File: src/hdl/crc32fp_pkg.sv
`timescale 1ns / 1ps
`default_nettype none

package crc32fp_pkg;

   // Frame layout.
   localparam int unsigned HEADER_BYTES = 6;
   localparam int unsigned CRC_BYTES    = 4;

   // Widths of the channel payloads.
   localparam int unsigned COUNT_W    = 17;
   localparam int unsigned CSR_ADDR_W = 8;
   localparam int unsigned CSR_DATA_W = 16;

   localparam logic [COUNT_W-1:0] COUNT_MAX = {COUNT_W{1'b1}};

   // CRC-32, reflected form.
   localparam logic [31:0] CRC_POLY = 32'hEDB8_8320;
   localparam logic [31:0] CRC_INIT = 32'hFFFF_FFFF;

   // Register reset values.
   localparam logic [7:0]  MAGIC_FIRST_RST      = 8'hA5;
   localparam logic [7:0]  MAGIC_SECOND_RST     = 8'h5A;
   localparam logic [7:0]  ACCEPTED_VERSION_RST = 8'h01;
   localparam logic [15:0] MAX_PAYLOAD_RST      = 16'd256;

   // Register indexes on the configuration channel.
   localparam logic [CSR_ADDR_W-1:0] CSR_MAGIC_FIRST      = 8'd0;
   localparam logic [CSR_ADDR_W-1:0] CSR_MAGIC_SECOND     = 8'd1;
   localparam logic [CSR_ADDR_W-1:0] CSR_ACCEPTED_VERSION = 8'd2;
   localparam logic [CSR_ADDR_W-1:0] CSR_MAX_PAYLOAD      = 8'd3;

   // Kind of a result word.
   localparam logic KIND_PAYLOAD = 1'b0;
   localparam logic KIND_STATUS  = 1'b1;

   typedef enum logic [2:0] {
      STATUS_OK         = 3'd0,
      STATUS_SHORT      = 3'd1,
      STATUS_BAD_MAGIC  = 3'd2,
      STATUS_BAD_VER    = 3'd3,
      STATUS_TOO_LARGE  = 3'd4,
      STATUS_LEN_MISMATCH = 3'd5,
      STATUS_BAD_CRC    = 3'd6
   } status_type;

   // One byte through the reflected CRC-32: eight shift/XOR steps.
   function automatic logic [31:0] crc_feed(input logic [31:0] crc, input logic [7:0] data);
      logic [31:0] c;
      c = crc ^ {24'd0, data};
      for (int k = 0; k < 8; k++) begin
         c = c[0] ? ((c >> 1) ^ CRC_POLY) : (c >> 1);
      end
      return c;
   endfunction

endpackage

`default_nettype wire

File: src/hdl/crc32fp_if.sv
`timescale 1ns / 1ps
`default_nettype none

// Byte stream into the parser.
interface crc32fp_req_if;
   logic       valid;
   logic       ready;
   logic [7:0] data_byte;
   logic       last_byte;

   modport source (output valid, output data_byte, output last_byte, input ready);
   modport sink   (input valid, input data_byte, input last_byte, output ready);
endinterface

// Payload bytes and end-of-frame status out of the parser.
interface crc32fp_rsp_if;
   logic        valid;
   logic        ready;
   logic        result_kind;
   logic [7:0]  payload_byte;
   logic [2:0]  status;
   logic [7:0]  hdr_version;
   logic [7:0]  frame_type;
   logic [15:0] hdr_length;
   logic [31:0] received_crc;

   modport source (output valid, output result_kind, output payload_byte, output status,
                   output hdr_version, output frame_type, output hdr_length,
                   output received_crc, input ready);
   modport sink   (input valid, input result_kind, input payload_byte, input status,
                   input hdr_version, input frame_type, input hdr_length,
                   input received_crc, output ready);
endinterface

// Register write channel.
interface crc32fp_csr_if;
   logic        valid;
   logic        ready;
   logic [7:0]  index;
   logic [15:0] data;

   modport source (output valid, output index, output data, input ready);
   modport sink   (input valid, input index, input data, output ready);
endinterface

`default_nettype wire

File: src/hdl/crc32_frame_parser_top.sv
`timescale 1ns / 1ps
`default_nettype none

// Length-prefixed frame parser with CRC-32 check.
// req_chan carries one frame byte per word, with last_byte set on the final
// byte. rsp_chan returns a payload word for each byte in payload position
// (except the final byte of a frame) and one status word when the final byte
// arrives, carrying the header fields and the trailing four bytes.
// csr_chan writes the magic bytes, the accepted version and the payload limit;
// it is always ready and should be used only while no frame is in flight.
// Each byte is handled in the cycle it is accepted: the frame state and the
// CRC byte update sit between the request handshake and the result register,
// so a result is visible in the cycle after its byte is accepted, and one byte
// per cycle is sustained while the receiver keeps up. The limit on rate is the
// single result register: req_chan.ready drops only while that register holds
// a word that the receiver has not taken, so a stalled receiver stalls the byte
// stream, and a new byte is taken in the same cycle the waiting word drains.
// Reset (synchronous, active high) restores the register defaults, clears the
// frame state and empties the result register.
module crc32_frame_parser_top (
   input  wire                  clock,
   input  wire                  reset,
   crc32fp_req_if.sink          req_chan,
   crc32fp_rsp_if.source        rsp_chan,
   crc32fp_csr_if.sink          csr_chan
);
   import crc32fp_pkg::*;

   // Configuration registers.
   logic [7:0]  magic_first_ff, magic_second_ff, accepted_version_ff;
   logic [15:0] max_payload_ff;

   // Frame state.
   logic [COUNT_W-1:0] byte_count_ff, byte_count_in;
   logic [31:0]        running_crc_ff, running_crc_in;
   logic               magic_bad_ff, magic_bad_in;
   logic [7:0]         version_byte_ff, version_byte_in;
   logic [7:0]         type_byte_ff, type_byte_in;
   logic [15:0]        declared_length_ff, declared_length_in;
   logic [31:0]        tail_bytes_ff, tail_bytes_in;

   // Result register.
   logic        rsp_valid_ff, rsp_valid_in;
   logic        rsp_kind_ff, rsp_kind_in;
   logic [7:0]  rsp_payload_ff, rsp_payload_in;
   status_type  rsp_status_ff, rsp_status_in;
   logic [7:0]  rsp_version_ff, rsp_version_in;
   logic [7:0]  rsp_type_ff, rsp_type_in;
   logic [15:0] rsp_length_ff, rsp_length_in;
   logic [31:0] rsp_crc_ff, rsp_crc_in;
   logic        rsp_load;

   // Values after this byte, before the end-of-frame clear.
   logic               req_fire;
   logic [7:0]         data;
   logic [COUNT_W-1:0] idx;
   logic [COUNT_W-1:0] step_count;
   logic [31:0]        step_crc;
   logic               step_magic_bad;
   logic [7:0]         step_version;
   logic [7:0]         step_type;
   logic [15:0]        step_length;
   logic [31:0]        step_tail;
   logic [COUNT_W-1:0] payload_end;
   logic [COUNT_W-1:0] frame_len;
   logic               payload_hit;
   status_type         frame_status;

   // The result register frees up when it is empty or being drained.
   assign req_chan.ready = !rsp_valid_ff || rsp_chan.ready;
   assign req_fire       = req_chan.valid && req_chan.ready;
   assign csr_chan.ready = 1'b1;

   always_comb begin
      data = req_chan.data_byte;
      idx  = byte_count_ff;

      step_magic_bad = magic_bad_ff
         || ((idx == COUNT_W'(0)) && (data != magic_first_ff))
         || ((idx == COUNT_W'(1)) && (data != magic_second_ff));
      step_version = (idx == COUNT_W'(2)) ? data : version_byte_ff;
      step_type    = (idx == COUNT_W'(3)) ? data : type_byte_ff;
      step_length  = declared_length_ff;
      if (idx == COUNT_W'(4)) begin
         step_length = {data, declared_length_ff[7:0]};
      end
      if (idx == COUNT_W'(5)) begin
         step_length = {declared_length_ff[15:8], data};
      end

      // The CRC trails the stream by four bytes, fed from the top of the tail.
      step_crc  = (idx >= COUNT_W'(CRC_BYTES))
                  ? crc_feed(running_crc_ff, tail_bytes_ff[31:24]) : running_crc_ff;
      step_tail = {tail_bytes_ff[23:0], data};
      step_count = (byte_count_ff != COUNT_MAX) ? byte_count_ff + COUNT_W'(1) : byte_count_ff;

      // Payload positions use the length as it stood before this byte; the
      // length bytes themselves lie ahead of the payload anyway.
      payload_end = COUNT_W'(HEADER_BYTES) + {1'b0, declared_length_ff};
      payload_hit = (idx >= COUNT_W'(HEADER_BYTES)) && (idx < payload_end);

      frame_len = COUNT_W'(HEADER_BYTES + CRC_BYTES) + {1'b0, step_length};
      if (step_count < COUNT_W'(HEADER_BYTES + CRC_BYTES)) begin
         frame_status = STATUS_SHORT;
      end else if (step_magic_bad) begin
         frame_status = STATUS_BAD_MAGIC;
      end else if (step_version != accepted_version_ff) begin
         frame_status = STATUS_BAD_VER;
      end else if (step_length > max_payload_ff) begin
         frame_status = STATUS_TOO_LARGE;
      end else if (step_count != frame_len) begin
         frame_status = STATUS_LEN_MISMATCH;
      end else if (step_tail != ~step_crc) begin
         frame_status = STATUS_BAD_CRC;
      end else begin
         frame_status = STATUS_OK;
      end

      // Frame state: hold, advance, or clear after the final byte.
      byte_count_in      = byte_count_ff;
      running_crc_in     = running_crc_ff;
      magic_bad_in       = magic_bad_ff;
      version_byte_in    = version_byte_ff;
      type_byte_in       = type_byte_ff;
      declared_length_in = declared_length_ff;
      tail_bytes_in      = tail_bytes_ff;
      if (req_fire) begin
         if (req_chan.last_byte) begin
            byte_count_in      = '0;
            running_crc_in     = CRC_INIT;
            magic_bad_in       = 1'b0;
            version_byte_in    = '0;
            type_byte_in       = '0;
            declared_length_in = '0;
            tail_bytes_in      = '0;
         end else begin
            byte_count_in      = step_count;
            running_crc_in     = step_crc;
            magic_bad_in       = step_magic_bad;
            version_byte_in    = step_version;
            type_byte_in       = step_type;
            declared_length_in = step_length;
            tail_bytes_in      = step_tail;
         end
      end

      // Result word for this byte, if any.
      rsp_load       = req_fire && (req_chan.last_byte || payload_hit);
      rsp_kind_in    = req_chan.last_byte ? KIND_STATUS : KIND_PAYLOAD;
      rsp_payload_in = req_chan.last_byte ? 8'd0 : data;
      rsp_status_in  = req_chan.last_byte ? frame_status : STATUS_OK;
      rsp_version_in = req_chan.last_byte ? step_version : 8'd0;
      rsp_type_in    = req_chan.last_byte ? step_type : 8'd0;
      rsp_length_in  = req_chan.last_byte ? step_length : 16'd0;
      rsp_crc_in     = req_chan.last_byte ? step_tail : 32'd0;

      if (rsp_load) begin
         rsp_valid_in = 1'b1;
      end else if (rsp_chan.ready) begin
         rsp_valid_in = 1'b0;
      end else begin
         rsp_valid_in = rsp_valid_ff;
      end
   end

   always_ff @(posedge clock) begin
      if (reset) begin
         magic_first_ff      <= MAGIC_FIRST_RST;
         magic_second_ff     <= MAGIC_SECOND_RST;
         accepted_version_ff <= ACCEPTED_VERSION_RST;
         max_payload_ff      <= MAX_PAYLOAD_RST;
      end else if (csr_chan.valid && csr_chan.ready) begin
         case (csr_chan.index)
            CSR_MAGIC_FIRST:      magic_first_ff      <= csr_chan.data[7:0];
            CSR_MAGIC_SECOND:     magic_second_ff     <= csr_chan.data[7:0];
            CSR_ACCEPTED_VERSION: accepted_version_ff <= csr_chan.data[7:0];
            CSR_MAX_PAYLOAD:      max_payload_ff      <= csr_chan.data;
            default: begin
            end
         endcase
      end
   end

   always_ff @(posedge clock) begin
      if (reset) begin
         byte_count_ff      <= '0;
         running_crc_ff     <= CRC_INIT;
         magic_bad_ff       <= 1'b0;
         version_byte_ff    <= '0;
         type_byte_ff       <= '0;
         declared_length_ff <= '0;
         tail_bytes_ff      <= '0;
         rsp_valid_ff       <= 1'b0;
      end else begin
         byte_count_ff      <= byte_count_in;
         running_crc_ff     <= running_crc_in;
         magic_bad_ff       <= magic_bad_in;
         version_byte_ff    <= version_byte_in;
         type_byte_ff       <= type_byte_in;
         declared_length_ff <= declared_length_in;
         tail_bytes_ff      <= tail_bytes_in;
         rsp_valid_ff       <= rsp_valid_in;
      end
   end

   // Result payload needs no reset; it is qualified by rsp_valid_ff.
   always_ff @(posedge clock) begin
      if (rsp_load) begin
         rsp_kind_ff    <= rsp_kind_in;
         rsp_payload_ff <= rsp_payload_in;
         rsp_status_ff  <= rsp_status_in;
         rsp_version_ff <= rsp_version_in;
         rsp_type_ff    <= rsp_type_in;
         rsp_length_ff  <= rsp_length_in;
         rsp_crc_ff     <= rsp_crc_in;
      end
   end

   assign rsp_chan.valid        = rsp_valid_ff;
   assign rsp_chan.result_kind  = rsp_kind_ff;
   assign rsp_chan.payload_byte = rsp_payload_ff;
   assign rsp_chan.status       = rsp_status_ff;
   assign rsp_chan.hdr_version  = rsp_version_ff;
   assign rsp_chan.frame_type   = rsp_type_ff;
   assign rsp_chan.hdr_length   = rsp_length_ff;
   assign rsp_chan.received_crc = rsp_crc_ff;

`ifndef SYNTHESIS
   // A final byte always leaves a status word in the result register.
   a_last_gives_status: assert property (@(posedge clock) disable iff (reset)
      req_fire && req_chan.last_byte |=> rsp_valid_ff && (rsp_kind_ff == KIND_STATUS))
      else $error("final byte did not produce a status word");

   // A final byte clears the frame state for the next frame.
   a_last_clears: assert property (@(posedge clock) disable iff (reset)
      req_fire && req_chan.last_byte |=> (byte_count_ff == '0) && !magic_bad_ff
         && (tail_bytes_ff == '0))
      else $error("frame state not cleared after final byte");

   // At the start of a frame the CRC sits at its initial value.
   a_crc_init: assert property (@(posedge clock) disable iff (reset)
      (byte_count_ff == '0) |-> (running_crc_ff == CRC_INIT))
      else $error("CRC not at initial value at frame start");

   // Bytes that are not final advance the count until it saturates.
   a_count_step: assert property (@(posedge clock) disable iff (reset)
      req_fire && !req_chan.last_byte && (byte_count_ff != COUNT_MAX)
      |=> byte_count_ff == $past(byte_count_ff) + COUNT_W'(1))
      else $error("byte count did not advance");

   // A stalled result word is never overwritten.
   a_no_overwrite: assert property (@(posedge clock) disable iff (reset)
      rsp_valid_ff && !rsp_chan.ready |-> !req_fire)
      else $error("byte accepted while result register is full");
`endif

endmodule

`default_nettype wire
File: src/flat_wrapper.sv
// flat-port wrapper written by rule: the top's interface ports become plain ports
module crc32_frame_parser_top_flat import crc32fp_pkg::*;
  (clock, reset, req_chan_valid, req_chan_data_byte, req_chan_last_byte, req_chan_ready, rsp_chan_valid, rsp_chan_result_kind, rsp_chan_payload_byte, rsp_chan_status, rsp_chan_hdr_version, rsp_chan_frame_type, rsp_chan_hdr_length, rsp_chan_received_crc, rsp_chan_ready, csr_chan_valid, csr_chan_index, csr_chan_data, csr_chan_ready);
  crc32fp_req_if req_chan_i ();
  crc32fp_rsp_if rsp_chan_i ();
  crc32fp_csr_if csr_chan_i ();
  input  wire clock;
  input  wire reset;
  input wire logic [$bits(req_chan_i.valid)-1:0] req_chan_valid;
  input wire logic [$bits(req_chan_i.data_byte)-1:0] req_chan_data_byte;
  input wire logic [$bits(req_chan_i.last_byte)-1:0] req_chan_last_byte;
  output wire logic [$bits(req_chan_i.ready)-1:0] req_chan_ready;
  output wire logic [$bits(rsp_chan_i.valid)-1:0] rsp_chan_valid;
  output wire logic [$bits(rsp_chan_i.result_kind)-1:0] rsp_chan_result_kind;
  output wire logic [$bits(rsp_chan_i.payload_byte)-1:0] rsp_chan_payload_byte;
  output wire logic [$bits(rsp_chan_i.status)-1:0] rsp_chan_status;
  output wire logic [$bits(rsp_chan_i.hdr_version)-1:0] rsp_chan_hdr_version;
  output wire logic [$bits(rsp_chan_i.frame_type)-1:0] rsp_chan_frame_type;
  output wire logic [$bits(rsp_chan_i.hdr_length)-1:0] rsp_chan_hdr_length;
  output wire logic [$bits(rsp_chan_i.received_crc)-1:0] rsp_chan_received_crc;
  input wire logic [$bits(rsp_chan_i.ready)-1:0] rsp_chan_ready;
  input wire logic [$bits(csr_chan_i.valid)-1:0] csr_chan_valid;
  input wire logic [$bits(csr_chan_i.index)-1:0] csr_chan_index;
  input wire logic [$bits(csr_chan_i.data)-1:0] csr_chan_data;
  output wire logic [$bits(csr_chan_i.ready)-1:0] csr_chan_ready;
  assign req_chan_i.valid = req_chan_valid;
  assign req_chan_i.data_byte = req_chan_data_byte;
  assign req_chan_i.last_byte = req_chan_last_byte;
  assign req_chan_ready = req_chan_i.ready;
  assign rsp_chan_valid = rsp_chan_i.valid;
  assign rsp_chan_result_kind = rsp_chan_i.result_kind;
  assign rsp_chan_payload_byte = rsp_chan_i.payload_byte;
  assign rsp_chan_status = rsp_chan_i.status;
  assign rsp_chan_hdr_version = rsp_chan_i.hdr_version;
  assign rsp_chan_frame_type = rsp_chan_i.frame_type;
  assign rsp_chan_hdr_length = rsp_chan_i.hdr_length;
  assign rsp_chan_received_crc = rsp_chan_i.received_crc;
  assign rsp_chan_i.ready = rsp_chan_ready;
  assign csr_chan_i.valid = csr_chan_valid;
  assign csr_chan_i.index = csr_chan_index;
  assign csr_chan_i.data = csr_chan_data;
  assign csr_chan_ready = csr_chan_i.ready;
  crc32_frame_parser_top u_core (.clock(clock), .reset(reset), .req_chan(req_chan_i), .rsp_chan(rsp_chan_i), .csr_chan(csr_chan_i));
endmodule
File: config.mk
export PLATFORM = sky130hd
export DESIGN_NAME = crc32_frame_parser_top_flat
export DESIGN_NICKNAME = d
export VERILOG_FILES = /design/src/hdl/crc32fp_pkg.sv /design/src/hdl/crc32fp_if.sv /design/src/hdl/crc32_frame_parser_top.sv /design/src/flat_wrapper.sv
export SDC_FILE = /design/constraint.sdc
export NUM_CORES = 1
export LEC_CHECK = 0
export BUFFER_PORTS_ARGS = -buffer_cell sky130_fd_sc_hd__buf_2
export CORE_MARGIN = 1
export CORE_UTILIZATION = 65
export CTS_CLUSTER_DIAMETER = 50
export DETAILED_ROUTE_END_ITERATION = 10
export PLACE_DENSITY = 0.83
export SLEW_MARGIN = 20
export SYNTH_ARGS = -nofsm -noshare
export SYNTH_HDL_FRONTEND = slang
export SYNTH_SLANG_ARGS = --single-unit
File: constraint.sdc
create_clock -name clock -period 18.1 [get_ports clock]
set_clock_uncertainty 0.2 [all_clocks]
set_input_delay 3.62 -clock clock [delete_from_list [all_inputs] [get_ports clock]]
set_output_delay 3.62 -clock clock [all_outputs]
set_load 0.05 [all_outputs]
==> results of run 1 <==
[routing by layer]
layer / share of wire (%) / routed length, µm / global-route usage [%]
met2: 44 / 16400 / 53.8
met3: 9.7 / 3560 / 7.37
met4: 5.2 / 1920 / 17.4
met1: 41 / 15000 / 46.3
met5: 0 / 0 / 0
[critical path, cell delays in order]
cell,delay [ps]
buf_2,70
nand2b_1,260
buf_2,340
[worst min-delay path by stage]
stage | startpoint | end | slack (ps) | depth (start not counted)
2_1_floorplan | u_core.max_payload_ff[8] | u_core.max_payload_ff[8] | 240 | 1
3_3_place_gp | u_core.max_payload_ff[8] | u_core.max_payload_ff[8] | 250 | 1
3_5_place_dp | u_core.max_payload_ff[8] | u_core.max_payload_ff[8] | 260 | 1
4_1_cts | u_core.max_payload_ff[8] | u_core.max_payload_ff[8] | 280 | 1
5_1_grt | u_core.max_payload_ff[8] | u_core.max_payload_ff[8] | 290 | 1
6_report | u_core.max_payload_ff[8] | u_core.max_payload_ff[8] | 280 | 1
[layout make-up]
class | instances | area (µm²)
multi-input combinational | 1074 | 7490
tap | 270 | 338
inverter | 42 | 158
timing repair buffer | 126 | 661
sequential | 231 | 5390
clock buffer | 33 | 783
fill | 1444 | 5200
clock inverter | 19 | 215
[synthesized netlist by cell type, types with 22 or more instances]
cell      count
a21oi_1     101
a22oi_1      36
and2_1       43
and3_1       29
clkbuf_1     68
dfxtp_1     155
edfxtp_1     76
ha_1         38
inv_1        41
mux2i_1      46
nand2_1      80
nand2b_1     33
nand3_1      33
nand4_1      27
nor2_1      190
nor3_1       22
o21ai_0      41
o22ai_1      31
xnor2_1      87
xor2_1       57
[state kept, by name, indices dropped and copies added (netlist names), 16 cells and up]
| name | count |
|---|---|
| u_core.running_crc_ff | 32 |
| u_core.declared_length_ff | 16 |
| u_core.byte_count_ff | 17 |
| u_core.max_payload_ff | 16 |
| u_core.tail_bytes_ff | 32 |
| u_core.rsp_chan.hdr_length | 16 |
| u_core.rsp_chan.received_crc | 32 |
[through the flow]
step                std cells  area [µm²]  setup slack, ps
floorplan                1438       13400             8980
finish                   1795       15000             9980
global placement         1743       14000            10030
CTS                      1795       15000            10010
detailed placement       1743       14000            10020
global route             1795       15000             9990
[cell families (layout without fill, tap and decap cells)]
| group | Yosys count | count (layout) | share of synthesized area (%) |
|---|---|---|---|
| fa+ha+maj | 38 | 38 | 3.55 |
| simple gates | 526 | 526 | 20.1 |
| buf+inv | 133 | 220 | 3.93 |
| flops | 231 | 231 | 40.2 |
| xor+xnor | 177 | 177 | 15.0 |
| mux | 54 | 54 | 4.11 |
| other cells | 1 | 1 | 0.0280 |
| compound gates | 278 | 278 | 13.1 |
[power breakdown]
part | internal (mW) | total (mW) | switching [mW]
sequential | 0.543 | 0.548 | 0.00466
clock | 0.347 | 0.587 | 0.240
combinational | 0.0199 | 0.0883 | 0.0684
==> flow_summary.toml, run 1 <==
[synth]
yosys_warnings = 0
synth_edf_count = 76
ys_seq_area_share_pct = 40.2
yosys.cell_types.count = 83
yosysTopAreaCellShare_pct = 23.2
synth-main-ff-cell = "dfxtp_1"
yosysTopAreaCell = "dfxtp_1"
netlist_area_um2 = 13400
syn_avg_cell_area_um2 = 9.31
synthCells = 1438
synthTopCellsByArea = "dfxtp_1, edfxtp_1, xnor2_1, nor2_1, a21oi_1"
synthArstFlopShare_pct = 0
synth_nets = 1514
ys_ff_latch = 231

[sta]
rsz0062_at_grt = "no"
hold_viol_final = 0
slew_viol_final = 0
hold-worst-slack_ps = 280
clock.fmax_ghz = 0.123
relSlewSlack_pct = 27.8
fin_crit_ps = 8120
fin_crit_sh_pct = 44.8
setup_viol = 0
worst_slew_pin_slew_ps = 1080
fin_tns_setup_ps = 0

[job]
maxCapViolCount = 0

[grt]
grt-ovfl-total = 0
grt_pass1_wl_mm = 58.1
track_usage_pct = 34.8
grt_max_degree = 83
grt_pass1_vias = 10700
antenna_found_initial = 0

[detailed_routing]
drc = 0
vias = 11300
routed_wl_mm = 36.9
drtIter0Drc = 1049
first_pass_iters = 5
vias_per_cell = 6.28
post_drt_wl_per_cell_um = 20.5
ant_nets = 0

[worst_setup_path]
cp-startpoint = "rsp_chan_ready"
crit_arrival_ps = 4300
path_class = "input port to primary output"
r2r_cells = 17
endpoint = "req_chan_ready"
rr_endpoint = "u_core.rsp_chan.status[1]"
start_kind = "input port"
reg2reg_slack_ps = 12820
endpoint_kind = "primary output"
r2r_start = "u_core.declared_length_ff[1]"
worstPathMaxFanout = 5
crit_required_ps = 14280

[floorplanning]
fp.coreArea_um2 = 20200
die_y_um = 146
io_pins = 117
die_area_um2 = 21200
start_util_pct = 66.2
row_count = 52
die_w_um = 146

[placement]
dp_hpwl_mm = 24.8
io_buffers = 115
gp_congestion = 0.968

[cells_and_area]
nets = 1579
mostFrequentLayoutCell = "nor2_1"
fin_util_pct = 74.3
synthToLayoutAreaGrowth_pct = 12.3
layout-drive-gt1-share_pct = 14.2
diodes = 0
final_cell_mix = "nor2_1, dfxtp_1, buf_2"

[clocking]
postCtsSetupRepairBufs = 0
ctsHoldBuffers = 0
cts_max_path_buffers = 3
clk_pin_slew_ps = 60
cts_root_buf = "clkbuf_16"
clkLatencyLatePin_ps = 540
cts.sinks = 231
ctsResizeCount = 0
cts_tree = "yes"
htree_levels = 1
cts_made_buffers = 28

[power_and_ir_drop]
pwr_density_cell_nw_per_um2 = 81.3
irDropWorstVdd_mv = 0.0997
fin_total_pwr_mw = 1.22
leakage_nw = 6.05

[hold_path]
min_path_type = "flip-flop to flip-flop"

[run_status]
run_status = "complete, no violations"
No activity file was read; power rests on OpenSTA's default activity.
==> run 2: changes to the inputs <==
Settings changed: CORE_UTILIZATION 65 to 55, PLACE_DENSITY 0.83 to 0.74.
Clock period 18.1 ns to 6.5 ns, I/O delays scaled along.
==> run 2 against run 1 <==
Net effect: sequential cell count unchanged; critical path depth rose by 13; first-iteration DRC count rose by 1.8%; cell area up 0.37%; sequential share of layout area is 0.13 points lower.
==> flow_summary.toml, run 2 (synthesized netlist as in run 1, its figures left out) <==
[cells_and_area]
multiInputGateArea_um2 = 7490
final_cell_area_um2 = 15100
mostFrequentLayoutCell = "nor2_1"
finalNonFillerCells = 1846
nets = 1581
fillers = 2026
layout-drive-gt1-share_pct = 14.3
diodes = 0
synthToLayoutAreaGrowth_pct = 12.7
regArea_um2 = 5390
final_cell_mix = "nor2_1, dfxtp_1, buf_2"

[clocking]
ctsHoldBuffers = 0
cts_root_buf = "clkbuf_16"
cts_tree = "yes"
htree_levels = 1
postCtsSetupRepairBufs = 0
cts_made_buffers = 28
cts.sinks = 231
ctsResizeCount = 0
cts_max_path_buffers = 3
clkLatencyLatePin_ps = 550
clk_pin_slew_ps = 60

[detailed_routing]
post_drt_wl_per_cell_um = 20.4
first_pass_iters = 5
drc = 0
vias_per_cell = 6.03
routed_wl_mm = 37.6
vias = 11100
ant_nets = 0
drtIter0Drc = 1068

[hold_path]
min_path_type = "flip-flop to flip-flop"

[sta]
slew_viol_final = 0
clock.fmax_ghz = 0.201
rsz0062_at_grt = "no"
fin_tns_setup_ps = 0
fin_crit_ps = 4970
hold-worst-slack_ps = 268
setup_viol = 0
fin_crit_sh_pct = 76.4
hold_viol_final = 0
relSlewSlack_pct = 27.3
worst_slew_pin_slew_ps = 1090

[placement]
gp_congestion = 0.968
dp_hpwl_mm = 26.0
io_buffers = 115
placed_cell_area_um2 = 14100
placed_cells = 1794

[worst_setup_path]
crit_required_ps = 6590
endpoint_kind = "flip-flop"
start_kind = "flip-flop"
crit_arrival_ps = 5060
path_class = "flip-flop to flip-flop"
crit_path_top_delay_cell = "and4_1"
cpPeakStageDelay_ps = 680
crit_buf_inv = 2
crit_chain = "inv_1 > ha_1 > nor4bb_1 > and4_1 > mux2i_1 > inv_1 > ha_1 > o21bai_1 > mux2_1 > a21oi_1 > o21ai_0 > xnor2_1 > nand4_1 > or4_1 > nand2_1 > a21oi_1"
worstPathMaxFanout = 14
crit_family = "simple AND/OR/NAND/NOR gates"

[grt]
track_usage_pct = 30.5
grt-ovfl-total = 0
grt_pass1_wl_mm = 57.9
grt_max_degree = 99
antenna_found_initial = 0
grt_pass1_vias = 10100

[power_and_ir_drop]
p_int_mw = 2.53
sequentialPowerShare_pct = 44.9
irDropWorstVdd_mv = 0.314
leakage_nw = 6.05
switchingPower_uw = 868
fin_total_pwr_mw = 3.40
clkPwrFrac_pct = 47.8
p_sw_share_pct = 25.6
p_comb_share_pct = 7.3
pwr_density_cell_nw_per_um2 = 225

[floorplanning]
row_count = 56
io_pins = 117
fp.coreArea_um2 = 23700
die_area_um2 = 25000
start_util_pct = 56.5
die_w_um = 158
die_y_um = 158

[job]
maxCapViolCount = 0

[run_status]
run_status = "complete, no violations"
## run 2: changes by cell type in the layout (fill, tap and decap cells not counted), moves of 2 or more
cell and change:
buf_4 +2, clkbuf_16 -2, clkinvlp_4 +2, clkinv_8 -2
## run 2: worst paths after layout
path	from	slack, ps	to	cells past startpoint
setup / recovery	u_core.byte_count_ff[1]	1530	u_core.rsp_chan.status[0]	16
hold / removal	u_core.max_payload_ff[8]	270	u_core.max_payload_ff[8]	1
setup reg to reg	u_core.byte_count_ff[1]	1530	u_core.rsp_chan.status[0]	16
hold reg to reg	u_core.max_payload_ff[8]	270	u_core.max_payload_ff[8]	1
## run 2: power by group through the flow
stage	clock network (mW)	registers, mW	logic, mW
4_1_cts	1.64	1.53	0.245
5_1_grt	1.70	1.53	0.259
3_5_place_dp	0	1.56	0.244
2_1_floorplan	0	1.62	0.103
3_3_place_gp	0	1.56	0.243
6_report	1.62	1.53	0.247
## run 2: through the flow
step,worst slack (ps),utilization (%)
4_1_cts,1640,63.7
5_1_grt,1220,63.7
3_3_place_gp,1810,59.6
3_5_place_dp,1690,59.6
2_1_floorplan,1250,-
6_report,1530,63.7
## run 2: final cells by class
| type | instances | share of cell area, % |
|---|---|---|
| inverter | 42 | 1.04 |
| clock buffer | 31 | 4.93 |
| sequential | 231 | 35.7 |
| tap | 319 | 2.65 |
| timing repair buffer | 128 | 4.48 |
| clock inverter | 21 | 1.55 |
| multi-input combinational | 1074 | 49.7 |
## run 2: metal layers
metal  up-vias  GRT usage [%]  wire length, µm
li1       5212              -                -
met3        67           5.61             3640
met5         -              0                0
met2       536           46.0            16600
met4         0           9.25              857
met1      5308           44.2            16500
==> run 3: changes to the inputs <==
Settings changed: CORE_UTILIZATION 55 to 61, PLACE_DENSITY 0.74 to 0.78.
Clock period 6.5 ns to 5.2 ns, I/O delays scaled along.
==> run 3 against run 2 <==
Net effect: sequential cell count did not move; die area down 9.7%; register-to-register slack lost 1000 ps; maximum frequency increased by 5.6%; routed wire length up 1.3%; clock-buffer cell count up 4; largest power group unchanged; highest routed layer is now met5.
==> flow_summary.toml, run 3 (synthesized netlist as in run 1, its figures left out) <==
[power_and_ir_drop]
p_int_mw = 3.13
leakage_nw = 6.09
sequentialPowerShare_pct = 45.4
pwr_density_cell_nw_per_um2 = 279
p_comb_share_pct = 7.4
switchingPower_mw = 1.07
p_sw_share_pct = 25.5
clkPwrFrac_pct = 47.2
irDropWorstVdd_mv = 0.237

[cells_and_area]
multiInputGateArea_um2 = 7490
final_cell_mix = "nor2_1, dfxtp_1, buf_2"
fillers = 1683
nets = 1589
final_cell_area_um2 = 15100
diodes = 0
synthToLayoutAreaGrowth_pct = 12.6
regArea_um2 = 5390
finalNonFillerCells = 1809
mostFrequentLayoutCell = "nor2_1"
layout-drive-gt1-share_pct = 14.7

[placement]
placed_cells = 1759
dp_hpwl_mm = 26.7
dpl_worst_slack_ps = 341
io_buffers = 115
placed_cell_area_um2 = 14100
gp_congestion = 0.963

[floorplanning]
io_pins = 117
die_w_um = 150
row_count = 53
fp.coreArea_um2 = 21300
die_area_um2 = 22500
die_y_um = 150
start_util_pct = 62.9

[detailed_routing]
ant_nets = 0
drtIter0Drc = 919
first_pass_iters = 5
routed_wl_mm = 38.1
drc = 0
post_drt_wl_per_cell_um = 21.1
vias_per_cell = 6.19
vias = 11200

[clocking]
cts_made_buffers = 27
cts_tree = "yes"
clk_pin_slew_ps = 60
cts_root_buf = "clkbuf_16"
htree_levels = 1
cts_max_path_buffers = 3
ctsHoldBuffers = 0
clkLatencyLatePin_ps = 550
cts.sinks = 231

[sta]
hold_viol_final = 0
relSlewSlack_pct = 25.5
fin_crit_sh_pct = 90.5
setup_ws_ps = 495
setup_viol = 0
clock.fmax_ghz = 0.213
rsz0062_at_grt = "no"
slew_viol_final = 0
worst_slew_pin_slew_ps = 1120
fin_crit_ps = 4710
fin_tns_setup_ps = 0

[worst_setup_path]
start_kind = "flip-flop"
endpoint_kind = "flip-flop"
path_class = "flip-flop to flip-flop"
crit_family = "simple AND/OR/NAND/NOR gates"
crit_path_top_delay_cell = "or4_1"
crit_buf_inv = 2
crit_arrival_ps = 4810
crit_chain = "inv_1 > ha_1 > nor4bb_1 > and4_2 > mux2i_1 > inv_1 > ha_1 > o21bai_1 > mux2_1 > a21oi_1 > o21ai_0 > xnor2_1 > nand4_1 > or4_1 > nand2_1 > a21oi_1"
crit_required_ps = 5310
cpPeakStageDelay_ps = 600
worstPathMaxFanout = 14

[grt]
antenna_found_initial = 1
grt_pass1_wl_mm = 59.3
grt_pass1_vias = 10600
grt-ovfl-total = 0
track_usage_pct = 34.4
grt_max_degree = 68

[run_status]
run_status = "complete, no violations"

[job]
maxCapViolCount = 0

[hold_path]
min_path_type = "flip-flop to flip-flop"
## run 3: layer usage
layer | global-route usage, % | part of all wire, %
met4 | 10.8 | 2.7
met1 | 47.5 | 42
met3 | 8.33 | 10
met2 | 53.3 | 45
met5 | 0 | 0.034
## run 3: tightest hold or removal path, cell delays in order, from the launching register on
cell	delay [ps]
dfxtp_1	330
a21oi_1	60
nor2_1	70
## run 3: area by class of cell
class	count	share of cell area (%)
Clock buffer	35	5.10
Sequential cell	231	35.7
Tap cell	275	2.28
Inverter	42	1.05
Clock inverter	15	1.20
Multi-Input combinational cell	1074	49.7
Timing Repair Buffer	137	4.93
## run 3: power by group through the flow
stage | registers (mW) | logic (mW) | clock network (mW)
detailed placement | 1.94 | 0.309 | 0
finish | 1.91 | 0.313 | 1.98
floorplan | 2.02 | 0.130 | 0
global placement | 1.94 | 0.306 | 0
global route | 1.91 | 0.330 | 2.06
CTS | 1.91 | 0.310 | 1.99
## run 3: path summary, 6_finish.rpt
kind / startpoint / end / slack [ps] / depth (start not counted)
worst min-delay path: u_core.max_payload_ff[4] / u_core.max_payload_ff[4] / 280 / 2
worst max register to register: u_core.byte_count_ff[1] / u_core.rsp_chan.status[0] / 490 / 16
worst min register to register: u_core.max_payload_ff[4] / u_core.max_payload_ff[4] / 280 / 2
worst max-delay path: u_core.byte_count_ff[1] / u_core.rsp_chan.status[0] / 490 / 16
## run 3: through the flow
step	util, %	hold WS, ps	power [mW]
floorplan	-	235	2.15
global placement	66.3	249	2.25
detailed placement	66.3	259	2.25
CTS	70.8	280	4.20
global route	70.8	306	4.30
finish	70.8	284	4.20
## run 3: repair_timing
item                       in CTS  in global routing
resized for setup               0                  1
buffers inserted                0                  0
setup endpoints to repair       0                  3
